File: src/rtl/core/sm4_pkg.sv
`timescale 1ns / 1ps

package sm4_pkg;

    localparam int ROUND_COUNT = 32;
    localparam int RIDX_W      = $clog2(ROUND_COUNT);

    // Configuration register indexes
    localparam logic [1:0] CFG_KEY_HIGH     = 2'd0;
    localparam logic [1:0] CFG_KEY_LOW      = 2'd1;
    localparam logic [1:0] CFG_DECRYPT_MODE = 2'd2;

    localparam logic [31:0] FK0 = 32'hA3B1BAC6;
    localparam logic [31:0] FK1 = 32'h56AA3350;
    localparam logic [31:0] FK2 = 32'h677D9197;
    localparam logic [31:0] FK3 = 32'hB27022DC;

    typedef struct packed {
        logic [63:0] block_high;
        logic [63:0] block_low;
    } blk_in_t;

    typedef struct packed {
        logic [63:0] result_high;
        logic [63:0] result_low;
    } blk_out_t;

    // Four cipher state words; index 0 is the oldest word X(i)
    typedef logic [3:0][31:0] word4_t;

    // All round keys, index i used by round i
    typedef logic [ROUND_COUNT-1:0][31:0] rk_bank_t;

    localparam logic [7:0] SBOX_TAB [0:255] = '{
        8'hd6, 8'h90, 8'he9, 8'hfe, 8'hcc, 8'he1, 8'h3d, 8'hb7,
        8'h16, 8'hb6, 8'h14, 8'hc2, 8'h28, 8'hfb, 8'h2c, 8'h05,
        8'h2b, 8'h67, 8'h9a, 8'h76, 8'h2a, 8'hbe, 8'h04, 8'hc3,
        8'haa, 8'h44, 8'h13, 8'h26, 8'h49, 8'h86, 8'h06, 8'h99,
        8'h9c, 8'h42, 8'h50, 8'hf4, 8'h91, 8'hef, 8'h98, 8'h7a,
        8'h33, 8'h54, 8'h0b, 8'h43, 8'hed, 8'hcf, 8'hac, 8'h62,
        8'he4, 8'hb3, 8'h1c, 8'ha9, 8'hc9, 8'h08, 8'he8, 8'h95,
        8'h80, 8'hdf, 8'h94, 8'hfa, 8'h75, 8'h8f, 8'h3f, 8'ha6,
        8'h47, 8'h07, 8'ha7, 8'hfc, 8'hf3, 8'h73, 8'h17, 8'hba,
        8'h83, 8'h59, 8'h3c, 8'h19, 8'he6, 8'h85, 8'h4f, 8'ha8,
        8'h68, 8'h6b, 8'h81, 8'hb2, 8'h71, 8'h64, 8'hda, 8'h8b,
        8'hf8, 8'heb, 8'h0f, 8'h4b, 8'h70, 8'h56, 8'h9d, 8'h35,
        8'h1e, 8'h24, 8'h0e, 8'h5e, 8'h63, 8'h58, 8'hd1, 8'ha2,
        8'h25, 8'h22, 8'h7c, 8'h3b, 8'h01, 8'h21, 8'h78, 8'h87,
        8'hd4, 8'h00, 8'h46, 8'h57, 8'h9f, 8'hd3, 8'h27, 8'h52,
        8'h4c, 8'h36, 8'h02, 8'he7, 8'ha0, 8'hc4, 8'hc8, 8'h9e,
        8'hea, 8'hbf, 8'h8a, 8'hd2, 8'h40, 8'hc7, 8'h38, 8'hb5,
        8'ha3, 8'hf7, 8'hf2, 8'hce, 8'hf9, 8'h61, 8'h15, 8'ha1,
        8'he0, 8'hae, 8'h5d, 8'ha4, 8'h9b, 8'h34, 8'h1a, 8'h55,
        8'had, 8'h93, 8'h32, 8'h30, 8'hf5, 8'h8c, 8'hb1, 8'he3,
        8'h1d, 8'hf6, 8'he2, 8'h2e, 8'h82, 8'h66, 8'hca, 8'h60,
        8'hc0, 8'h29, 8'h23, 8'hab, 8'h0d, 8'h53, 8'h4e, 8'h6f,
        8'hd5, 8'hdb, 8'h37, 8'h45, 8'hde, 8'hfd, 8'h8e, 8'h2f,
        8'h03, 8'hff, 8'h6a, 8'h72, 8'h6d, 8'h6c, 8'h5b, 8'h51,
        8'h8d, 8'h1b, 8'haf, 8'h92, 8'hbb, 8'hdd, 8'hbc, 8'h7f,
        8'h11, 8'hd9, 8'h5c, 8'h41, 8'h1f, 8'h10, 8'h5a, 8'hd8,
        8'h0a, 8'hc1, 8'h31, 8'h88, 8'ha5, 8'hcd, 8'h7b, 8'hbd,
        8'h2d, 8'h74, 8'hd0, 8'h12, 8'hb8, 8'he5, 8'hb4, 8'hb0,
        8'h89, 8'h69, 8'h97, 8'h4a, 8'h0c, 8'h96, 8'h77, 8'h7e,
        8'h65, 8'hb9, 8'hf1, 8'h09, 8'hc5, 8'h6e, 8'hc6, 8'h84,
        8'h18, 8'hf0, 8'h7d, 8'hec, 8'h3a, 8'hdc, 8'h4d, 8'h20,
        8'h79, 8'hee, 8'h5f, 8'h3e, 8'hd7, 8'hcb, 8'h39, 8'h48
    };

    // Byte-wise S-box substitution of one word
    function automatic logic [31:0] subst_word(input logic [31:0] a);
        return {SBOX_TAB[a[31:24]], SBOX_TAB[a[23:16]],
                SBOX_TAB[a[15:8]],  SBOX_TAB[a[7:0]]};
    endfunction

    // Linear transform of the data rounds
    function automatic logic [31:0] lin_round(input logic [31:0] b);
        return b ^ {b[29:0], b[31:30]} ^ {b[21:0], b[31:22]}
                 ^ {b[13:0], b[31:14]} ^ {b[7:0], b[31:8]};
    endfunction

    // Linear transform of the key schedule
    function automatic logic [31:0] lin_key(input logic [31:0] b);
        return b ^ {b[18:0], b[31:19]} ^ {b[8:0], b[31:9]};
    endfunction

    // CK byte j of word i is ((4*i + j) * 7) mod 256
    function automatic logic [31:0] ck_word(input logic [RIDX_W-1:0] i);
        logic [31:0] w;
        int          v;
        w = '0;
        for (int j = 0; j < 4; j++)
        begin
            v = (4 * int'(i) + j) * 7;
            w = {w[23:0], v[7:0]};
        end
        return w;
    endfunction

endpackage

File: src/rtl/core/sm4_key_sched.sv
`timescale 1ns / 1ps

module sm4_key_sched (
    input  logic                            clk,
    input  logic                            rst_n,
    input  logic                            cfg_valid,
    input  logic [1:0]                      cfg_index,
    input  logic [63:0]                     cfg_data,
    output logic                            busy,
    output sm4_pkg::rk_bank_t               round_keys
);

    logic [63:0]                    key_high_reg, key_high_next;
    logic [63:0]                    key_low_reg,  key_low_next;
    logic                           mode_reg,     mode_next;
    logic                           busy_reg,     busy_next;
    logic [sm4_pkg::RIDX_W-1:0]     cnt_reg,      cnt_next;
    sm4_pkg::word4_t                k_reg,        k_next;
    sm4_pkg::rk_bank_t              rk_reg;

    logic                           load;
    logic [31:0]                    new_key;
    logic [sm4_pkg::RIDX_W-1:0]     wr_addr;

    // Any write inside the register list restarts the expansion
    assign load = cfg_valid && (cfg_index == sm4_pkg::CFG_KEY_HIGH
                             || cfg_index == sm4_pkg::CFG_KEY_LOW
                             || cfg_index == sm4_pkg::CFG_DECRYPT_MODE);

    assign new_key = k_reg[0] ^ sm4_pkg::lin_key(sm4_pkg::subst_word(
                         k_reg[1] ^ k_reg[2] ^ k_reg[3] ^ sm4_pkg::ck_word(cnt_reg)));

    // Decrypt stores keys in reverse order
    assign wr_addr = mode_reg ? (sm4_pkg::RIDX_W'(sm4_pkg::ROUND_COUNT - 1) - cnt_reg)
                              : cnt_reg;

    always_comb
    begin
        key_high_next = key_high_reg;
        key_low_next  = key_low_reg;
        mode_next     = mode_reg;
        busy_next     = busy_reg;
        cnt_next      = cnt_reg;
        k_next        = k_reg;
        if (load)
        begin
            case (cfg_index)
                sm4_pkg::CFG_KEY_HIGH:     key_high_next = cfg_data;
                sm4_pkg::CFG_KEY_LOW:      key_low_next  = cfg_data;
                sm4_pkg::CFG_DECRYPT_MODE: mode_next     = cfg_data[0];
                default:                   mode_next     = mode_reg;
            endcase
            k_next[0] = key_high_next[63:32] ^ sm4_pkg::FK0;
            k_next[1] = key_high_next[31:0]  ^ sm4_pkg::FK1;
            k_next[2] = key_low_next[63:32]  ^ sm4_pkg::FK2;
            k_next[3] = key_low_next[31:0]   ^ sm4_pkg::FK3;
            busy_next = 1'b1;
            cnt_next  = '0;
        end
        else if (busy_reg)
        begin
            k_next    = {new_key, k_reg[3], k_reg[2], k_reg[1]};
            cnt_next  = cnt_reg + 1'b1;
            if (cnt_reg == sm4_pkg::RIDX_W'(sm4_pkg::ROUND_COUNT - 1))
            begin
                busy_next = 1'b0;
            end
        end
    end

    always_ff @(posedge clk or negedge rst_n)
    begin
        if (!rst_n)
        begin
            key_high_reg <= '0;
            key_low_reg  <= '0;
            mode_reg     <= 1'b0;
            busy_reg     <= 1'b0;
            cnt_reg      <= '0;
        end
        else
        begin
            key_high_reg <= key_high_next;
            key_low_reg  <= key_low_next;
            mode_reg     <= mode_next;
            busy_reg     <= busy_next;
            cnt_reg      <= cnt_next;
        end
    end

    // Key words and the round key bank carry no reset
    always_ff @(posedge clk)
    begin
        k_reg <= k_next;
        if (busy_reg && !load)
        begin
            rk_reg[wr_addr] <= new_key;
        end
    end

    assign busy       = busy_reg;
    assign round_keys = rk_reg;

endmodule

File: config.mk
export PLATFORM = sky130hd
export DESIGN_NAME = sm4_key_sched
export DESIGN_NICKNAME = d
export VERILOG_FILES = /design/src/rtl/core/sm4_pkg.sv /design/src/rtl/core/sm4_key_sched.sv
export SDC_FILE = /design/constraint.sdc
export NUM_CORES = 2
export LEC_CHECK = 0
export BUFFER_PORTS_ARGS = -buffer_cell sky130_fd_sc_hd__buf_2
export CAP_MARGIN = 25
export CELL_PAD_IN_SITES_DETAIL_PLACEMENT = 1
export CELL_PAD_IN_SITES_GLOBAL_PLACEMENT = 1
export CORE_AREA = 4 4 421 423
export DETAILED_ROUTE_END_ITERATION = 12
export DIE_AREA = 0 0 425 427
export GPL_TIMING_DRIVEN = 0
export HOLD_SLACK_MARGIN = 0.03
export PLACE_DENSITY_LB_ADDON = 0.25
export RECOVER_POWER = 100
export SETUP_SLACK_MARGIN = 0.3
export SYNTH_ARGS = -nofsm -noshare
export SYNTH_HDL_FRONTEND = slang
export SYNTH_SLANG_ARGS = --single-unit
File: constraint.sdc
create_clock -name clk -period 9.1 [get_ports clk]
set_input_delay 0.455 -clock clk [delete_from_list [all_inputs] [get_ports clk]]
set_output_delay 0.455 -clock clk [all_outputs]
set_load 0.02 [all_outputs]
-- Word level (Yosys, flattened, before mapping)
Memories as Yosys holds them, arrays and structs flattened.
Index checks and enable logic that the tools add are counted.
- $add $sub $neg: 5
- multiply operators: 4
- magnitude comparators: 6
- equality and inequality tests: 3
- muxes and demuxes: 23
- bitwise logic cells: 14
- reduce and logical (&&, ||, !) cells: 9
- operators by type and width (operator ; count):
    $bwmux 1024 ; 1
    $mux 128 ; 2
    $mux 64 ; 4
    $xor 32x32->32 ; 6
    $demux 32 s5 ; 1
    $mux 8 ; 8
    $ge 9x9->1 const B ; 4
    $not 8->9 ; 4
    $mux 32 ; 1
    $not 14->14 ; 2
    $mul 8x3->8 const B ; 3
    $not 19->19 ; 1
    $not 17->17 ; 1
    $add 7x2->8 const B ; 2
    $mux 5 ; 3
    $add 7x1->8 const B ; 1
    $lt 5x6->1 const B ; 1
    $mul 5x3->6 const B ; 1
    $add 5x1->5 const B ; 1
    $eq 5x5->1 const B ; 1
    $ge 5x1->1 const B ; 1
    $sub 5x5->5 const A ; 1
    $logic_and 1x1->1 ; 3
    $mux 1 ; 3
    other kinds (7) ; 8
- bits in registers: 1287
- bits in read-only memories: 8192
- input port bits: 69
- output and inout port bits: 1025
- logic and storage cells: 109
- memories: 4
- memory list (memory ; depth ; bits a word ; rd ports ; clocked after Yosys merged registers in ; write ports ; RTL line ; text):
    (no name shown) ; 256 ; 8 ; 1 ; 0 ; 0 ; sm4_pkg.sv:72 ; SBOX_TAB[a[15:8]], SBOX_TAB[a[7:0]]};
    (no name shown) ; 256 ; 8 ; 1 ; 0 ; 0 ; sm4_pkg.sv:72 ;
    (no name shown) ; 256 ; 8 ; 1 ; 0 ; 0 ; sm4_pkg.sv:71 ; return {SBOX_TAB[a[31:24]], SBOX_TAB[a[23:16]],
    (no name shown) ; 256 ; 8 ; 1 ; 0 ; 0 ; sm4_pkg.sv:71 ;

-- Longest topological paths before layout
- word-level depth: 12
- depth in mapped cells: 19

-- Worst setup path before layout
Ideal clock, no wire load.
- kind: reg2reg
- from: register cnt_reg[0] (netlist bit)
- to: register rk_reg, in the netlist round_keys[1012], data pin
- data arrival time: 5.045 ns
- data required time: 8.705 ns
- setup slack: 3.660 ns
- stages on the path, launching flop included: 15
- cell sequence: dfrtp_1 > fa_1 > xnor2_1 > inv_1 > ha_1 > a21oi_1 > xnor3_1 > clkbuf_1 > clkbuf_1 > clkbuf_1 > a311oi_1 > a2111oi_0 > nor3_2 > xor2_1 > xnor2_1
- word-level cells in the longest chain between the ends: 11
- elaborated cells on any way between the ends: 29
- ends and longest elaborated chain (item ; RTL line ; text):
    start: declaration ; sm4_key_sched.sv:17 ; logic [sm4_pkg::RIDX_W-1:0] cnt_reg, cnt_next;
    start signal: assignment ; sm4_key_sched.sv:87 ; cnt_reg <= cnt_next;
    $add 7x1->8 / $add 7x2->8 (equally long branches) ; sm4_pkg.sv:93 ; v = (4 * int'(i) + j) * 7;
    $mul 8x3->8 ; sm4_pkg.sv:93 ;
    $xor 32x32->32 (*) ; sm4_key_sched.sv:31 ; k_reg[1] ^ k_reg[2] ^ k_reg[3] ^ sm4_pkg::ck_word(cnt_reg)));
    $not 8->9 (on tied branches) ; sm4_pkg.sv:71, sm4_pkg.sv:72 ;
    $mem_v2 256x8 (on tied branches) ; -- ;
    $mux 8 (on tied branches) (2 in a row) ; sm4_pkg.sv:71, sm4_pkg.sv:72 ;
    $xor 32x32->32 ; sm4_pkg.sv:83 ; return b ^ {b[18:0], b[31:19]} ^ {b[8:0], b[31:9]};
    $xor 32x32->32 (*) ; sm4_pkg.sv:83 ;
    $xor 32x32->32 (*) ; sm4_key_sched.sv:30 ; assign new_key = k_reg[0] ^ sm4_pkg::lin_key(sm4_pkg::subst_word(
    net new_key[20] ; sm4_key_sched.sv:22 ; logic [31:0] new_key;
    $bwmux 1024 (*) ; sm4_key_sched.sv:97 ; rk_reg[wr_addr] <= new_key;
    end signal: indexed assignment ; sm4_key_sched.sv:97 ;
    end: declaration ; sm4_key_sched.sv:19 ; sm4_pkg::rk_bank_t rk_reg;
Mark *: on every way through the listed nets, which the timed path passes. The rest lies on a longest branch. The select of a mux whose other input is x is not followed.
A chain may end at the register's enable or synchronous reset.

-- Worst setup path in the final report
- from: register k_reg[57] (netlist bit)
- to: register rk_reg, in the netlist round_keys[22], data pin
- word-level cells in the longest chain between the ends: 10
- ends and longest elaborated chain (item ; RTL line ; text):
    start: declaration ; sm4_key_sched.sv:18 ; sm4_pkg::word4_t k_reg, k_next;
    start signal: assignment ; sm4_key_sched.sv:94 ; k_reg <= k_next;
    $xor 32x32->32 (3 in a row) ; sm4_key_sched.sv:31 ;
    $not 8->9 (implied by the code) ; sm4_pkg.sv:71 ;
    $mem_v2 256x8 ; -- ;
    $mux 8 (implied by the code) (2 in a row) ; sm4_pkg.sv:71 ;
    $xor 32x32->32 ; sm4_pkg.sv:83 ;
    $xor 32x32->32 ; sm4_key_sched.sv:30 ;
    net new_key[22] ; sm4_key_sched.sv:22 ;
    $bwmux 1024 ; sm4_key_sched.sv:97 ;
The timed path passes the listed nets, and every way through them passes these cells. The select of a mux whose other input is x is not followed.

==> metrics.cfg <==
[synth]
synth_area_leader_cell=edfxtp_1
syn_inst=4590
synth.avg_cell_area_sq_um=12.65
synth_area_sq_mm=0.05807
ys_types=91
synthesis.nets=4707
yosysTopAreaCellShare_pct=59.57
yosysMostFrequentCell=edfxtp_1
synth_edf_count=1152
synth_common_cells=1152 x edfxtp_1, 530 x nand2_1, 332 x nor2_1
synth_top_flop_cell=edfxtp_1
ys_seq_area_share_pct=65.39
synth.area.top_cells=edfxtp_1 60%, dfrtp_1 5.8%, nand2_1 3.4%
async_flop_share_pct=10.49
ys_seq_elements=1287
yosysWarnings=0

[global_routing]
grt_pass1_wl_um=458400
grt_use_total_pct=36.64
met3_usage_pct=8.304
grt_max_degree=76
antenna_found_initial=29
grt_use_met1_pct=46.38
met2_usage_pct=58.55
grt_most_used_layer=met2
grt_pass1_vias=50820
grt-ovfl-total=0

[place]
dp.cells=8154
gp_congestion=1.015
placed_cell_area_sq_mm=0.06928
portBuffers=1092
hpwl_um=261500

[floorplan]
num_io_pins=1094
fp.dieW_um=425
rows=153
die_h_um=427
die-area_sq_mm=0.1815
start_util_pct=33.48
fp.coreArea_sq_mm=0.1734

[finish]
final_nets=6156
fillCellCount=19210
area_delta_synth_final_pct=23.55
drive_above_1_share_pct=9.322
largest_reg_flops=1024
fin_util_pct=41.36
fin_area_sq_mm=0.07174
final_cell_count_no_fill=8488
multiInputGateArea_sq_mm=0.01840
register_area_sq_mm=0.03797

[timing]
rsz0062_at_grt=false
setup_viol=9
setup_slack_ns=-0.02910
slew_violations=1121
relSlewSlack_pct=-206.0
tightest_slew_ns=4.589
finalCriticalPeriod_ns=9.129
clock_skew_ns=0.04762
fmax_ghz=0.1095
final.period_utilization_pct=100.3
hold_viol_final=0

[setup_path]
critPathArrivalTime_ns=9.58
worstPathRequired_ns=9.55
crit_type=reg -> reg
rr_startpoint=k_reg[57]$_DFFE_PP_
endpoint_kind=register
crit_fanout=14
worstRegToRegCells=17
start_kind=register
crit_start=k_reg[57]$_DFFE_PP_

[routing]
drc=0
viasPerCell=6.141
drt_iter0_drc=6551
wl_per_cell_um=40.89
wl_um=347100
first_pass_iters=6
num_vias=52130
ant_nets=0

[status]
status=finished, violations left
violations=max-capacitance violations, max-slew violations, negative setup slack

[clock_tree]
cts_tree=yes
cts_root_buffer=clkbuf_16
post-cts-setup-buffers=0
clk_pin_slew_worst_paths_ns=0.06
numCtsBuffers=138
ctsResizeCount=0
clock-sinks=1287
clk_latency_ns=0.81
holdBufCountCts=65
cts.path.max_buffers=3
ctsHtreeMaxLevel=4

[min_path]
min_path_cells=4
min-delay-path-class=in -> reg
worstHoldStart=cfg_data[57]

[job]
maxCapViolCount=58

==> cells in the final DEF, fill, tap and decap left out, types with 60 or more instances in the layout <==
cell	n
a21oi_1	302
a31oi_1	66
buf_2	148
clkbuf_1	1372
clkbuf_16	141
dfrtp_1	135
dlygate4sd3_1	65
edfxtp_1	1152
mux2_2	88
nand2_1	530
nand3_1	103
nor2_1	332
nor3_1	82
o211ai_1	60
o21ai_0	302
o22ai_1	82
xnor2_1	123
==> per-layer routing <==
metal | part of all wire, % | vias up
li1 | - | 20520
met1 | 39 | 27230
met2 | 46 | 3470
met3 | 8.7 | 892
met4 | 7.0 | 12
met5 | 0.023 | -
==> final timing paths <==
check / to / slack (ns)
worst max-delay path: round_keys[22]$_DFFE_PP_ / -0.03
worst min-delay path: key_low_reg[57]$_DFFE_PN0P_ / 0.43
worst max register to register: round_keys[22]$_DFFE_PP_ / -0.03
worst min register to register: key_low_reg[14]$_DFFE_PN0P_ / 0.47
max in group asynchronous: key_high_reg[58]$_DFFE_PN0P_ / 1.70
min in group asynchronous: key_high_reg[39]$_DFFE_PN0P_ / 1.55
==> final cells by class <==
type	count	area share (%)
well taps	2325	4.055
clock inverters	73	1.076
diodes	16	0.05581
inverters	47	0.2459
clock buffers	175	5.152
multi-input cells	2893	25.65
flip-flops and latches	1287	52.93
plain buffers	363	2.116
repair buffers	1309	8.724
==> worst max-delay path: stages, from the launching register on <==
cell	delay [ns]
edfxtp_1	0.39
xor3_1	0.74
clkbuf_1	0.53
clkbuf_1	0.64
clkbuf_1	0.58
ha_1	0.61
clkbuf_1	0.79
clkbuf_1	0.57
nand2_1	0.17
a21oi_1	0.18
o221ai_1	0.19
o2111ai_1	0.30
o41ai_1	0.16
clkbuf_1	0.33
xor2_1	0.24
xnor2_1	0.93
clkbuf_1	0.54
clkbuf_1	0.79
==> cell families after synthesis <==
| kind of cell | share of synthesized area (%) |
|---|---|
| adders and majority gates | 1.125 |
| and+or+nand+nor | 8.348 |
| DFF | 65.39 |
| buffers and inverters | 2.924 |
| muxes | 2.997 |
| AOI/OAI and AO/OA | 15.14 |
| xor gates and xnor gates | 4.077 |
==> per-stage QoR <==
step	hold slack, ns	setup TNS (ns)	worst slack (ns)
detailed placement	0.4635	0	0.9273
floorplan	0.1594	0	3.660
global placement	0.4583	-2197.45	-3.653
global route	0.4340	0	0.1954
CTS	0.1992	0	0.8259
finish	0.4316	-0.1529	-0.02910
Power is left out: the tool's default activity adds up to more than one toggle a clock period on the data nets, which glitch-free logic cannot reach.
